## config.mk

```make
export PLATFORM = sky130hd
export DESIGN_NAME = oidft_ram
export DESIGN_NICKNAME = d
export VERILOG_FILES = /design/src/sv/oidft_ram.sv
export SDC_FILE = /design/constraint.sdc
export NUM_CORES = 1
export LEC_CHECK = 0
export BUFFER_PORTS_ARGS = -buffer_cell sky130_fd_sc_hd__buf_2
export CORE_MARGIN = 2
export CORE_UTILIZATION = 40
export DETAILED_ROUTE_END_ITERATION = 7
export SYNTH_ARGS = -nofsm -noshare
export SYNTH_HDL_FRONTEND = slang
export SYNTH_SLANG_ARGS = --single-unit
export TNS_END_PERCENT = 30
```

## constraint.sdc

```tcl
create_clock -name clk -period 6.23 [get_ports clk]
set_input_delay 1.869 -clock clk [delete_from_list [all_inputs] [get_ports clk]]
set_output_delay 1.869 -clock clk [all_outputs]
set_load 0.03 [all_outputs]
```

## src/sv/oidft_ram.sv

```systemverilog
// Generic single-port-write, single-port-read RAM with registered read.
// Depends on nothing.
`default_nettype none
module oidft_ram #(
	parameter int unsigned WIDTH = 32,
	parameter int unsigned DEPTH = 16,
	localparam int unsigned AW = (DEPTH > 1) ? $clog2(DEPTH) : 1
) (
	input  wire                      clk,
	input  wire                      we,
	input  wire [AW-1:0]             waddr,
	input  wire [WIDTH-1:0]          wdata,
	input  wire [AW-1:0]             raddr,
	output logic [WIDTH-1:0]         rdata
);
	logic [WIDTH-1:0] mem [DEPTH];

	always_ff @(posedge clk) begin
		if (we) begin
			mem[waddr] <= wdata;
		end
		rdata <= mem[raddr];
	end
endmodule
`default_nettype wire

```

==> impl_summary.log <==
INFO  metric max_cap_violations = 0
INFO  metric globalRoute.totalOverflow = 0
INFO  metric routed_wire_length_per_instance = around 26 um
INFO  metric timing.final.crit_period = roughly 3.5 ns
INFO  metric maxSlewViolCount = 0
INFO  metric routed_wl = approximately 43 mm
INFO  metric drt-pass1-iter-count = 5
INFO  metric post_drt_via_cell_ratio = 5.40
INFO  metric synth.most_common_cell = sky130_fd_sc_hd__edfxtp_1
INFO  metric layout.nets = 993
INFO  metric post_synth_most_frequent_cells = sky130_fd_sc_hd__edfxtp_1 (512), sky130_fd_sc_hd__mux4_2 (128), sky130_fd_sc_hd__a22oi_1 (64), sky130_fd_sc_hd__nand2_1 (33), sky130_fd_sc_hd__dfxtp_1 (32)
INFO  metric cts.htree.levels = 2
INFO  metric tritoncts = built
INFO  metric postSynthCellCount = 838
INFO  metric r2r_start = mem[8][18]
INFO  metric gpl.final_weighted_congestion = 0.702
INFO  metric dp_hpwl = 21.9 mm
INFO  metric synthFlopType = sky130_fd_sc_hd__edfxtp_1
INFO  metric synthesized_net_count = 880
INFO  metric post-route-cell-area = around 0.023 mm2
INFO  metric netlist_top_cells_area = sky130_fd_sc_hd__edfxtp_1 (77%), sky130_fd_sc_hd__mux4_2 (15%), sky130_fd_sc_hd__dfxtp_1 (3.2%)
INFO  metric fin_util = between 40% and 50%
INFO  metric yosysTopAreaCell = sky130_fd_sc_hd__edfxtp_1
INFO  metric fp-row-count = 81
INFO  metric asyncSetResetFlopFracSynth = 0%
INFO  metric relative_slew_margins = between 20 and 25%
INFO  metric post-route-drc-count = 0
INFO  metric synthToLayoutAreaGrowth = 15.9%
INFO  metric die-height = approximately 230 um
INFO  metric worst_clock_skew = 0.0153 ns
INFO  metric worst_path_most_repeated_cell = sky130_fd_sc_hd__buf_4
INFO  metric port_buffers = 73
INFO  metric cts_buffer_depth = 3
INFO  metric drt.antenna.violating_nets = 0
INFO  metric p_leak = 7.37 nW
INFO  metric critPathSlowestCell = sky130_fd_sc_hd__buf_4
INFO  metric cts_resized = 0
INFO  metric power.ir.vdd_worst = about 0.2 mV
INFO  metric setup_violations = 0
INFO  metric finalHoldViolations = 0
INFO  metric grt_first_pass_wirelength = about 63 mm
INFO  metric synth-edff-count = slightly above 500
INFO  metric grt_pass1_vias = 9400
INFO  metric count_of_warnings_emitted_by_yosys = 0
INFO  metric max_slew.worst_pin.slew = between 1 and 1.5 ns
INFO  metric power.density = ~340 mW/mm2
INFO  metric synthesis_stage_register_bit_count = approximately 540
INFO  metric critical-path-max-stage-delay = 0.82 ns
INFO  metric grt_antenna_before_repair = 2
INFO  metric min_path_type = reg2reg
INFO  metric grtUsageTotal = 17.2%
INFO  metric fp.coreArea = 0.0490 mm2
INFO  metric cts.reportedPaths.clkPinSlew = around 0.060 ns
INFO  metric seq_area_frac_synth = 80.7%
INFO  metric fmaxAchievable = slightly below 300 MHz
INFO  metric total_power = roughly 7.8 mW
INFO  metric dpl-instance-area = between 0.02 and 0.025 mm2
INFO  metric fp.dieArea = 0.0514 mm2
INFO  metric worstPathArrival = about 4.0 ns
INFO  metric critical_path.n_buffers_inverters = 2
INFO  metric post_synth_instance_area = roughly 0.020 mm2
INFO  metric pin_count_of_the_biggest_net_entering_global_routing = 72
INFO  metric min-delay-start = mem[13][27]
INFO  metric startpoint = raddr[1]
INFO  metric cts.sinks = 544
INFO  metric critical_path_required = between 6 and 7 ns
INFO  metric cp_cell_sequence = buf_4 -> buf_4 -> mux4_2 -> a22oi_1 -> nand2_1
INFO  metric timing.setup.tns = 0 ns
INFO  metric timing.critical_path.fanout_max = between 70 and 80
INFO  metric critical_path_class = in2reg
INFO  metric proportion_of_layout_cells_with_a_drive_suffix_above_1 = approximately a third
INFO  metric rsz0062_at_grt = no
INFO  metric cts_made_buffers = 54
INFO  metric layout.filler_cells = 4010
INFO  metric critPathCaptureType = register
INFO  metric synth_top_area_share = between 70 and 80%
INFO  metric pin_count = 74
INFO  metric postCtsSetupBuffers = 0
INFO  metric cts.root.buffer_cell = sky130_fd_sc_hd__clkbuf_16
INFO  metric vias = between 8000 and 9000
INFO  metric fin_crit_sh = between 50% and 60%
INFO  metric drt_iter0_drc = 919
INFO  metric initial_core_util = 40.6%
INFO  metric setup.worst_path.start_class = primary input
INFO  metric synth.distinct_cells = 18
INFO  metric quantity_of_hold_fixing_buffers_added_after_cts = 0
INFO  metric hold_ws = 0.664 ns
INFO  metric worst_skew_pair.late_latency = about 0.60 ns
INFO  metric status = finished clean
INFO  metric synth_area_per_cell = between 20 and 25 um2
INFO  metric die_w = 227 um
INFO  metric crit_family = buffers and inverters
[worst register-to-register path: cells and delay by family, from the launching register on]
kind             cells  cell delay, ns
multiplexers         1            0.47
flip-flops           1            0.37
AO/OA/AOI/OAI        1            0.19
AND/OR/NAND/NOR      1            0.16
[routing by layer]
| layer | vias to the layer above | GRT usage [%] | wire, um |
|---|---|---|---|
| met5 | - | 0 | 21 |
| met4 | 4 | 4.18 | 841 |
| met3 | 68 | 3.27 | 2750 |
| met2 | 298 | 29.0 | 21500 |
| met1 | 4801 | 23.2 | 17800 |
| li1 | 3803 | - | - |
[where the power goes]
part	internal (mW)	leakage, nW	total [mW]	switching (mW)
combinational	0.146	1.58	0.397	0.251
clock	1.97	0.898	3.31	1.34
sequential	4.09	4.89	4.12	0.0243
[cell usage in the layout, fill, tap and decap left out, types with 5 or more instances in the layout]
master / count
sky130_fd_sc_hd__a22oi_1: 64
sky130_fd_sc_hd__buf_2: 71
sky130_fd_sc_hd__buf_4: 27
sky130_fd_sc_hd__bufinv_16: 7
sky130_fd_sc_hd__clkbuf_1: 14
sky130_fd_sc_hd__clkbuf_16: 54
sky130_fd_sc_hd__clkbuf_8: 8
sky130_fd_sc_hd__clkinv_1: 5
sky130_fd_sc_hd__clkinv_2: 11
sky130_fd_sc_hd__dfxtp_1: 32
sky130_fd_sc_hd__edfxtp_1: 512
sky130_fd_sc_hd__mux4_2: 128
sky130_fd_sc_hd__nand2_1: 33
sky130_fd_sc_hd__nor2_4: 13
[final timing paths]
path | end | slack (ns) | cells past startpoint
max reg2reg | rdata[18] | 4.89 | 3
min reg2reg | rdata[27] | 0.66 | 3
max | rdata[24] | 2.76 | 5
min | rdata[27] | 0.66 | 3
[sequential cells by signal, summed over array words and instances (netlist names)]
| name | flops |
|---|---|
| mem | 512 |
| rdata | 32 |
[area by class of cell]
cell class	instances	area (um2)	share of cell area, %
Multi-Input combinational cell	251	3750	16.3
Timing Repair Buffer	100	592	2.57
Tap cell	664	831	3.61
Clock buffer	75	1500	6.52
Clock inverter	27	325	1.41
Antenna cell	1	2.50	0.0109
Sequential cell	544	16000	69.6
[through the flow]
stage	instances	setup slack, ns
finish	1662	2.76
global route	1661	2.53
CTS	1661	2.71
detailed placement	1559	2.09
global placement	1559	2.07
floorplan	838	1.18
[cell families (layout without fill, tap and decap cells)]
kind of cell / Yosys count / after routing / share of synthesized area [%]
compound gates: 64 / 64 / 2.42
simple gates: 59 / 59 / 1.27
other cells: 0 / 1 / 0
buf+inv: 43 / 202 / 1.12
mux: 128 / 128 / 14.5
flops: 544 / 544 / 80.7
Note: power is estimated with default switching activity, not from simulation.
