--- src/sv/oidft_pkg.sv ---
// Package for the OFDM inverse-transform modulator.
// Holds item modes, the back-end state type and shared widths.
`default_nettype none
package oidft_pkg;
	localparam int unsigned VAL_W = 16;
	localparam int unsigned ACC_W = 40;

	typedef enum logic [1:0] {
		MODE_COEFF  = 2'd0,
		MODE_SYMBOL = 2'd1,
		MODE_SAMPLE = 2'd2,
		MODE_NONE   = 2'd3
	} mode_t;

	typedef enum logic [2:0] {
		BK_IDLE,
		BK_MAC,
		BK_NORM,
		BK_SQRT,
		BK_DIV,
		BK_OUT
	} back_state_t;
endpackage
`default_nettype wire

--- src/sv/oidft_if.sv ---
// Valid/ready channel interfaces for the modulator.
// Depends on nothing.
`default_nettype none
interface oidft_in_if;
	logic              valid;
	logic              ready;
	logic        [1:0] mode;
	logic        [5:0] carrier;
	logic        [9:0] sample_pos;
	logic signed [15:0] value_re;
	logic signed [15:0] value_im;
	modport source (output valid, mode, carrier, sample_pos, value_re, value_im,
		input ready);
	modport sink (input valid, mode, carrier, sample_pos, value_re, value_im,
		output ready);
endinterface

`default_nettype wire

--- src/sv/oidft_front.sv ---
// Front part: accepts items, performs table and symbol writes, and queues
// sample requests with their table index and last flag. Depends on oidft_pkg and oidft_if.
`default_nettype none
module oidft_front
	import oidft_pkg::*;
#(
	parameter int unsigned NUM_CARRIERS = 14,
	parameter int unsigned SYMBOL_LEN = 128,
	parameter int unsigned PREFIX_LEN = 32,
	localparam int unsigned KW = $clog2(SYMBOL_LEN),
	localparam int unsigned CW = (NUM_CARRIERS > 1) ? $clog2(NUM_CARRIERS) : 1,
	localparam int unsigned TW = $clog2(NUM_CARRIERS * SYMBOL_LEN)
) (
	input  wire            clk,
	input  wire            arst_n,
	oidft_in_if.sink       in_ch,
	output logic           cf_we,
	output logic [TW-1:0]  cf_waddr,
	output logic           sy_we,
	output logic [CW-1:0]  sy_waddr,
	output logic [31:0]    wdata,
	output logic           req_valid,
	input  wire            req_ready,
	output logic [KW-1:0]  req_k,
	output logic           req_last
);
	localparam int unsigned PERIOD = PREFIX_LEN + SYMBOL_LEN;
	localparam int unsigned PW = $clog2(PERIOD);
	localparam int unsigned KOFS = (SYMBOL_LEN - (PREFIX_LEN % SYMBOL_LEN)) % SYMBOL_LEN;

	logic [PW-1:0] pos_q;
	logic [KW-1:0] k_q;
	logic [KW-1:0] k;
	logic          is_last;
	// Two-entry request queue.
	logic [KW:0]   qd_q [2];
	logic [1:0]    cnt_q;
	logic          acc, push, is_wr;

	assign is_wr = (mode_t'(in_ch.mode) == MODE_COEFF) || (mode_t'(in_ch.mode) == MODE_SYMBOL);
	// Table and symbol writes wait until no sample is queued or being computed.
	assign in_ch.ready = (cnt_q != 2'd2) && (!is_wr || (cnt_q == 2'd0 && req_ready));
	assign acc = in_ch.valid && in_ch.ready;
	assign push = acc && (mode_t'(in_ch.mode) == MODE_SAMPLE);

	assign is_last = (pos_q == PW'(PERIOD - 1));
	// The table index runs alongside the position, starting in the symbol tail.
	assign k = k_q;

	assign wdata = {in_ch.value_re, in_ch.value_im};
	assign cf_we = acc && (mode_t'(in_ch.mode) == MODE_COEFF)
		&& (in_ch.carrier < 7'(NUM_CARRIERS)) && (in_ch.sample_pos < 11'(SYMBOL_LEN));
	assign cf_waddr = TW'(in_ch.carrier * SYMBOL_LEN + in_ch.sample_pos);
	assign sy_we = acc && (mode_t'(in_ch.mode) == MODE_SYMBOL)
		&& (in_ch.carrier < 7'(NUM_CARRIERS));
	assign sy_waddr = CW'(in_ch.carrier);

	assign req_valid = (cnt_q != 2'd0);
	assign req_k = qd_q[0][KW:1];
	assign req_last = qd_q[0][0];

	always_ff @(posedge clk or negedge arst_n) begin
		if (!arst_n) begin
			pos_q <= '0;
			k_q <= KW'(KOFS);
			cnt_q <= '0;
		end else begin
			if (push) begin
				pos_q <= is_last ? '0 : pos_q + 1'b1;
				k_q <= is_last ? KW'(KOFS)
					: ((k_q == KW'(SYMBOL_LEN - 1)) ? '0 : k_q + 1'b1);
			end
			cnt_q <= cnt_q + {1'b0, push} - {1'b0, req_valid && req_ready};
		end
	end

	always_ff @(posedge clk) begin
		if (req_valid && req_ready) begin
			if (push && cnt_q == 2'd1) qd_q[0] <= {k, is_last};
			else qd_q[0] <= qd_q[1];
		end else if (push) begin
			if (cnt_q == 2'd0) qd_q[0] <= {k, is_last};
			else qd_q[1] <= {k, is_last};
		end
	end
endmodule
`default_nettype wire

--- src/flat_wrapper.sv ---
// flat-port wrapper written by rule: the top's interface ports become plain ports
module oidft_front_flat import oidft_pkg::*;
#(
	parameter int unsigned NUM_CARRIERS = 14,
	parameter int unsigned SYMBOL_LEN = 128,
	parameter int unsigned PREFIX_LEN = 32,
	localparam int unsigned KW = $clog2(SYMBOL_LEN),
	localparam int unsigned CW = (NUM_CARRIERS > 1) ? $clog2(NUM_CARRIERS) : 1,
	localparam int unsigned TW = $clog2(NUM_CARRIERS * SYMBOL_LEN)
)
  (clk, arst_n, cf_we, cf_waddr, sy_we, sy_waddr, wdata, req_valid, req_ready, req_k, req_last, in_ch_valid, in_ch_mode, in_ch_carrier, in_ch_sample_pos, in_ch_value_re, in_ch_value_im, in_ch_ready);
  oidft_in_if in_ch_i ();
  input  wire clk;
  input  wire arst_n;
  output logic cf_we;
  output logic [TW-1:0] cf_waddr;
  output logic sy_we;
  output logic [CW-1:0] sy_waddr;
  output logic [31:0] wdata;
  output logic req_valid;
  input  wire req_ready;
  output logic [KW-1:0] req_k;
  output logic req_last;
  input wire logic [$bits(in_ch_i.valid)-1:0] in_ch_valid;
  input wire logic [$bits(in_ch_i.mode)-1:0] in_ch_mode;
  input wire logic [$bits(in_ch_i.carrier)-1:0] in_ch_carrier;
  input wire logic [$bits(in_ch_i.sample_pos)-1:0] in_ch_sample_pos;
  input wire logic [$bits(in_ch_i.value_re)-1:0] in_ch_value_re;
  input wire logic [$bits(in_ch_i.value_im)-1:0] in_ch_value_im;
  output wire logic [$bits(in_ch_i.ready)-1:0] in_ch_ready;
  assign in_ch_i.valid = in_ch_valid;
  assign in_ch_i.mode = in_ch_mode;
  assign in_ch_i.carrier = in_ch_carrier;
  assign in_ch_i.sample_pos = in_ch_sample_pos;
  assign in_ch_i.value_re = in_ch_value_re;
  assign in_ch_i.value_im = in_ch_value_im;
  assign in_ch_ready = in_ch_i.ready;
  oidft_front #(.NUM_CARRIERS(NUM_CARRIERS), .SYMBOL_LEN(SYMBOL_LEN), .PREFIX_LEN(PREFIX_LEN)) u_core (.clk(clk), .arst_n(arst_n), .in_ch(in_ch_i), .cf_we(cf_we), .cf_waddr(cf_waddr), .sy_we(sy_we), .sy_waddr(sy_waddr), .wdata(wdata), .req_valid(req_valid), .req_ready(req_ready), .req_k(req_k), .req_last(req_last));
endmodule
--- config.mk ---
export PLATFORM = sky130hd
export DESIGN_NAME = oidft_front_flat
export DESIGN_NICKNAME = d
export VERILOG_FILES = /design/src/sv/oidft_pkg.sv /design/src/sv/oidft_if.sv /design/src/sv/oidft_front.sv /design/src/flat_wrapper.sv
export SDC_FILE = /design/constraint.sdc
export NUM_CORES = 1
export LEC_CHECK = 0
export BUFFER_PORTS_ARGS = -buffer_cell sky130_fd_sc_hd__buf_2
export CORE_UTILIZATION = 45
export DETAILED_ROUTE_END_ITERATION = 16
export MAX_ROUTING_LAYER = met4
export PLACE_DENSITY = 0.91
export SYNTH_ARGS = -nofsm -noshare
export SYNTH_HDL_FRONTEND = slang
export SYNTH_SLANG_ARGS = --single-unit
--- constraint.sdc ---
create_clock -name clk -period 4.69 [get_ports clk]
set_input_delay 0.469 -clock clk [delete_from_list [all_inputs] [get_ports clk]]
set_output_delay 0.469 -clock clk [all_outputs]
set_load 0.02 [all_outputs]
==> impl_metrics.json, run 1 <==
{
  "grt_max_degree": 18,
  "syn_inst": 192,
  "tightest_slew_ns": 1.11,
  "worstPathMaxFanout": 15,
  "die_h_um": 69.9,
  "start_kind": "flop",
  "area_growth_syn_to_layout_pct": -3.92,
  "ctsRootBufferMaster": "clkbuf_8",
  "num-nets-final": 242,
  "ctsHoldBuffers": 0,
  "status": "complete, no violations",
  "vias": 1243,
  "rows": 24,
  "routed_wl_um": 3330,
  "grt_overflow": 0,
  "timing.final.crit_period_ns": 2.13,
  "period_share": 0.453,
  "cts_tree": "done",
  "synth_edf_count": 16,
  "power_mw": 1.00,
  "syn_area_um2": 2070,
  "relSlewSlack": 0.254,
  "start_util": 0.473,
  "avgSynthCellArea_um2": 10.8,
  "postCtsSetupBuffers": 0,
  "ctsResizeCount": 0,
  "final_hold_viol_count": 0,
  "drc": 0,
  "p_per_area_nw_per_um2": 503,
  "die_area_um2": 4890,
  "synthTopCellsByArea": "edfxtp_1 (23%), buf_4 (18%), dfrtp_1 (18%)",
  "synth_largest_area_cell": "edfxtp_1",
  "clock_latency_ns": 0.29,
  "ys_ff_latch": 33,
  "htreeDepth": 2,
  "dominantRegCellSynth": "edfxtp_1",
  "synthesis.nets": 254,
  "cp_data_required_time_ns": 4.73,
  "critPathArrivalTime_ns": 2.17,
  "clk_pin_slew_ns": 0.07,
  "die_w_um": 69.9,
  "top_layer": "met4",
  "critPathKind": "flop to flop",
  "synth.distinct_cells": 41,
  "drv_slew": 0,
  "end_kind": "flop",
  "clock_skew_ns": 0.00533,
  "drive_gt1_frac": 0.315,
  "m1WireLength_um": 1290,
  "wl_met2_um": 1780,
  "grt_pass1_vias": 1214,
  "grt_first_pass_wirelength_um": 5440,
  "synth_top_area_frac": 0.232,
  "post-route-util": 0.455,
  "wl_met3_um": 188,
  "cts_made_buffers": 5,
  "report.final.setup_viol": 0,
  "antenna_found_initial": 0,
  "ir_drop_mv": 0.217,
  "final.setup.tns_ns": 0,
  "hp-class": "input pin to async pin",
  "place_hpwl_um": 2410,
  "dr.pass1.iters": 4,
  "ant_nets": 0,
  "port-buffer-count": 34,
  "gp_congestion": 0.822,
  "clockBufferDepth": 2,
  "yosysSeqAreaShare": 0.438,
  "numClockSinks": 33,
  "rsz0062_at_grt": "no",
  "synth_warnings": 0,
  "fillCellCount": 412,
  "post_drt_wl_per_cell_um": 14.3,
  "fp.coreArea_um2": 4380,
  "drv_cap": 0,
  "async_reset_ff_frac": 0.515,
  "leakage_nw": 0.879,
  "fmax_mhz": 470,
  "drt_iter0_drc": 49,
  "antenna_cells": 0,
  "grtUsageTotal": 0.151,
  "viasPerCell": 5.33,
  "io_pins": 113
}
cells by family (layout without fill, tap and decap cells):
logic type	after synthesis	in the layout	share of synthesized area
adder cells (fa/ha/maj)	8	8	0.0519
XOR/XNOR	7	7	0.0296
AND/OR/NAND/NOR	46	46	0.128
flip-flops	33	33	0.438
AO/OA/AOI/OAI	23	23	0.0688
multiplexers	10	10	0.0676
buffers and inverters	65	54	0.216
per-stage QoR:
| stage | instances | worst slack [ns] | hold WS (ns) | area (µm²) |
|---|---|---|---|---|
| 6_report | 233 | 2.56 | 0.0934 | 1990 |
| 5_1_grt | 233 | 2.44 | 0.120 | 1990 |
| 4_1_cts | 233 | 2.54 | 0.109 | 1990 |
| 3_5_place_dp | 225 | 2.45 | 0.422 | 1910 |
| 3_3_place_gp | 225 | 2.54 | 0.411 | 1910 |
| 2_1_floorplan | 192 | 2.77 | 0.173 | 2070 |
flip-flops by register name, summed over array words and instances (netlist names):
signal / count
u_core.pos_q: 8
u_core.k: 7
u_core.qd_q: 16
u_core.cnt_q: 2
path summary, 6_finish.rpt:
check | endpoint | cells past startpoint | startpoint | slack [ns]
setup / recovery | u_core.qd_q[0][6] | 4 | u_core.cnt_q[1] | 2.56
hold / removal | u_core.pos_q[6] | 1 | arst_n | 0.09
setup reg to reg | u_core.qd_q[0][6] | 4 | u_core.cnt_q[1] | 2.56
hold reg to reg | u_core.pos_q[4] | 1 | u_core.pos_q[4] | 0.52
max in group asynchronous | u_core.k[5] | 1 | arst_n | 4.28
min in group clk | u_core.pos_q[4] | 1 | u_core.pos_q[4] | 0.52
Yosys cell counts (3+ instances only):
master,count
buf_4,50
nand2_1,11
nor2_1,6
xnor2_1,7
nand3_1,8
ha_1,7
dfrtp_1,15
a21oi_1,6
nor3_1,3
o21ai_0,7
mux2_4,8
inv_1,11
edfxtp_1,16
per-layer routing:
| layer | up-vias | global-route usage |
|---|---|---|
| met1 | 604 | 0.150 |
| li1 | 583 | - |
| met4 | 0 | 0.0844 |
| met3 | 12 | 0.0548 |
| met5 | - | - |
| met2 | 44 | 0.256 |
cell usage in the layout (no fill, tap or decap), drive strengths merged, types with 5 or more instances in the layout:
cell     n
xnor2    7
a21oi    6
ha       7
dfrtp   15
edfxtp  16
nand2   11
nor2     6
nand3    9
clkbuf   5
mux2     8
o21ai    7
inv     11
buf     34
critical path: stages (launching register included):
cell and delay [ns]:
dfrtp_1 0.41, nor2b_4 0.20, or2_1 0.42, o21a_1 0.50
mux2_4 0.34
power breakdown:
| group | internal [mW] | switching (mW) |
|---|---|---|
| Clock | 0.102 | 0.107 |
| Combinational | 0.147 | 0.168 |
| Sequential | 0.406 | 0.0728 |
| Total | 0.655 | 0.348 |
cell type report:
| cell class | count | area [µm²] | share of cell area |
|---|---|---|---|
| clock buffers | 5 | 68.8 | 0.0345 |
| clock inverters | 3 | 17.5 | 0.00879 |
| inverters | 12 | 45.0 | 0.0226 |
| multi-input cells | 94 | 718 | 0.360 |
| flip-flops and latches | 33 | 908 | 0.456 |
| well taps | 52 | 65.1 | 0.0326 |
| repair buffers | 34 | 170 | 0.0854 |
No activity file was read; power rests on OpenSTA's default activity.
==> inputs of run 2 (changes only) <==
ABC_AREA = 1   (was default)
CORE_UTILIZATION = 42   (was 45)
PLACE_DENSITY = 0.88   (was 0.91)
clock period = 1.7 ns   (was 4.69 ns; I/O delays follow)
==> run 2 against run 1 <==
Net effect: flip-flop and latch count did not move; global-route usage rose by 0.070 points; via count rose by 25%; sequential share of layout area fell by 4.8 points; synthesized cell count rose by 35%; hold slack improved by 0.22 ns; clock power rose to 2.7 times the previous value; power rose to 2.9 times the previous value; critical endpoint is now u_core.cnt_q[1].
==> impl_metrics.json, run 2 <==
{
  "critPathArrivalTime_ns": 1.82,
  "synth_top_area_frac": 0.215,
  "leakage_nw": 1.06,
  "critPathKind": "flop to flop",
  "grt_max_degree": 18,
  "hold_end": "u_core.cnt_q[0]",
  "cts_made_buffers": 5,
  "largest_register_ffs": 16,
  "syn_area_um2": 2240,
  "hp-class": "input pin to flop",
  "reg2reg_from": "u_core.cnt_q[1]",
  "fmax_mhz": 622,
  "intPower_mw": 1.79,
  "p_per_area_nw_per_um2": 1320,
  "async_reset_ff_frac": 0.515,
  "avgSynthCellArea_um2": 8.64,
  "die_area_um2": 5630,
  "reg2reg_to": "u_core.cnt_q[1]",
  "timing.final.crit_period_ns": 1.61,
  "num-nets-final": 314,
  "synth.most_common_cell": "nand2_1",
  "seqPwrFrac": 0.461,
  "antenna_cells": 0,
  "grt_pass1_vias": 1503,
  "final_cell_area_um2": 2230,
  "clk_pin_slew_ns": 0.07,
  "dr.pass1.iters": 4,
  "fp.coreArea_um2": 5110,
  "place_hpwl_um": 2750,
  "clock_skew_ns": 0.00854,
  "place_area_um2": 2130,
  "gp_congestion": 0.796,
  "ir_drop_mv": 0.580,
  "status": "complete, no violations",
  "die_h_um": 75.0,
  "synthesis.nets": 321,
  "drc": 0,
  "synth_edf_count": 16,
  "io_pins": 113,
  "cp_data_required_time_ns": 1.91,
  "period_share": 0.946,
  "dominantRegCellSynth": "edfxtp_1",
  "end_kind": "flop",
  "r2r_slack_ns": 0.09,
  "fillCellCount": 486,
  "start_kind": "flop",
  "yosysSeqAreaShare": 0.406,
  "tightest_slew_ns": 0.401,
  "area_growth_syn_to_layout_pct": -0.447,
  "drv_slew": 0,
  "syn_inst": 259,
  "hold_depth": 3,
  "ant_nets": 0,
  "post_drt_wl_per_cell_um": 11.3,
  "cts_tree": "done",
  "grt_overflow": 0,
  "antenna_found_initial": 0,
  "worstPathMaxFanout": 4,
  "final_hold_viol_count": 0,
  "drive_gt1_frac": 0.249,
  "clockBufferDepth": 2,
  "largest_register": "u_core.qd_q",
  "routed_wl_um": 3640,
  "grt_first_pass_wirelength_um": 6190,
  "r2r.worst_path.cells": 7,
  "rows": 26,
  "report.final.setup_viol": 0,
  "rsz0062_at_grt": "no",
  "relSlewSlack": 0.733,
  "start_util": 0.438,
  "final_cells": 323,
  "viasPerCell": 4.82,
  "most-common-layout-cells": "nand2_1 (59), buf_2 (34), inv_1 (22), nor2_1 (22), nand3_1 (22)",
  "ys_ff_latch": 33,
  "power_mw": 2.94,
  "synth.distinct_cells": 33,
  "htreeDepth": 2,
  "synthTopCellsByArea": "edfxtp_1 (21%), buf_4 (17%), dfrtp_1 (17%)",
  "yosys-top-cells-count": "nand2_1 (59), buf_4 (50), inv_1 (22), nand3_1 (22), nor2_1 (22)",
  "grtUsageTotal": 0.152,
  "vias": 1558,
  "port-buffer-count": 34,
  "die_w_um": 75.0,
  "placedCellCount": 314,
  "drt_iter0_drc": 77,
  "layout_commonest_cell": "nand2_1",
  "clock_latency_ns": 0.29,
  "synth_largest_area_cell": "edfxtp_1",
  "hold_start": "in_ch_mode[0]",
  "power.switching_mw": 1.15,
  "p_comb_frac": 0.349,
  "numClockSinks": 33,
  "switching_share": 0.392,
  "power_frac_clock": 0.190,
  "synth_warnings": 0,
  "drv_cap": 0,
  "ctsRootBufferMaster": "clkbuf_8"
}
[run 2: changes by cell type in the layout (fill, tap and decap cells not counted), sizes merged, moves of 3 or more]
cell   delta
nand4     +4
xor2      +5
nand3    +15
or2       -3
nor2     +20
buf       +4
nand2    +50
mux2      -8
inv      +13
xnor2     -5
[run 2: power by group through the flow]
stage	logic, mW	clock network, mW	registers [mW]
after floorplan	0.993	0	1.33
after global placement	0.988	0	1.35
after detailed placement	1.03	0	1.37
after CTS	1.04	0.578	1.35
after global routing	1.17	0.611	1.40
final	1.03	0.559	1.36
[run 2: kinds of logic (layout without fill, tap and decap cells)]
family,after synthesis,after routing,share of synthesized area
and+or+nand+nor,121,121,0.260
AOI/OAI and AO/OA,13,13,0.0374
DFF,33,33,0.406
xor gates and xnor gates,7,7,0.0274
adders and majority gates,8,8,0.0481
buffers and inverters,77,71,0.221
[run 2: timing repair]
item / in CTS / in global routing
setup buffers: 0 / 0
setup endpoints to repair: 0 / 2
hold buffers: 1 / 0
endpoints found under the hold margin: 15 / 0
resized for setup: 0 / 2
[run 2: final cells by class]
| cell class | count | area (µm²) | share of cell area |
|---|---|---|---|
| flip-flops and latches | 33 | 910 | 0.408 |
| multi-input cells | 149 | 848 | 0.381 |
| repair buffers | 39 | 210 | 0.0943 |
| inverters | 24 | 90.1 | 0.0404 |
| well taps | 70 | 87.6 | 0.0393 |
| clock buffers | 6 | 72.6 | 0.0326 |
| clock inverters | 2 | 10.0 | 0.00449 |
[run 2: stage by stage]
step	hold WS, ns	TNS, ns	util	worst slack, ns
finish	0.317	0	0.436	0.0919
floorplan	-0.126	-0.00749	-	-0.00749
CTS	0.319	0	0.435	0.0375
global placement	0.115	0	0.417	0.146
global route	0.324	0	0.436	0.0107
detailed placement	0.119	0	0.417	0.0775
[run 2: critical path: stages (launching register included)]
cell     delay [ns]
dfrtp_2        0.47
nor2_4         0.18
nor2_4         0.04
ha_1           0.27
inv_1          0.04
ha_1           0.19
xnor2_1        0.18
xor2_1         0.16
[run 2: worst max-delay path by stage]
stage | from | end | slack (ns)
finish | u_core.cnt_q[1] | u_core.cnt_q[1] | 0.09
CTS | u_core.cnt_q[1] | cf_we | 0.04
floorplan | u_core.cnt_q[1] | u_core.cnt_q[1] | -0.007
global route | u_core.cnt_q[1] | u_core.cnt_q[1] | 0.01
global placement | u_core.cnt_q[1] | u_core.cnt_q[1] | 0.15
detailed placement | u_core.cnt_q[1] | u_core.cnt_q[1] | 0.08
[run 2: routing by layer]
metal,vias to the layer above,part of all wire,global-route usage
li1,771,-,-
met1,742,0.40,0.153
met2,38,0.54,0.265
met3,7,0.051,0.0576
met4,0,0.015,0.0587
met5,-,0,-
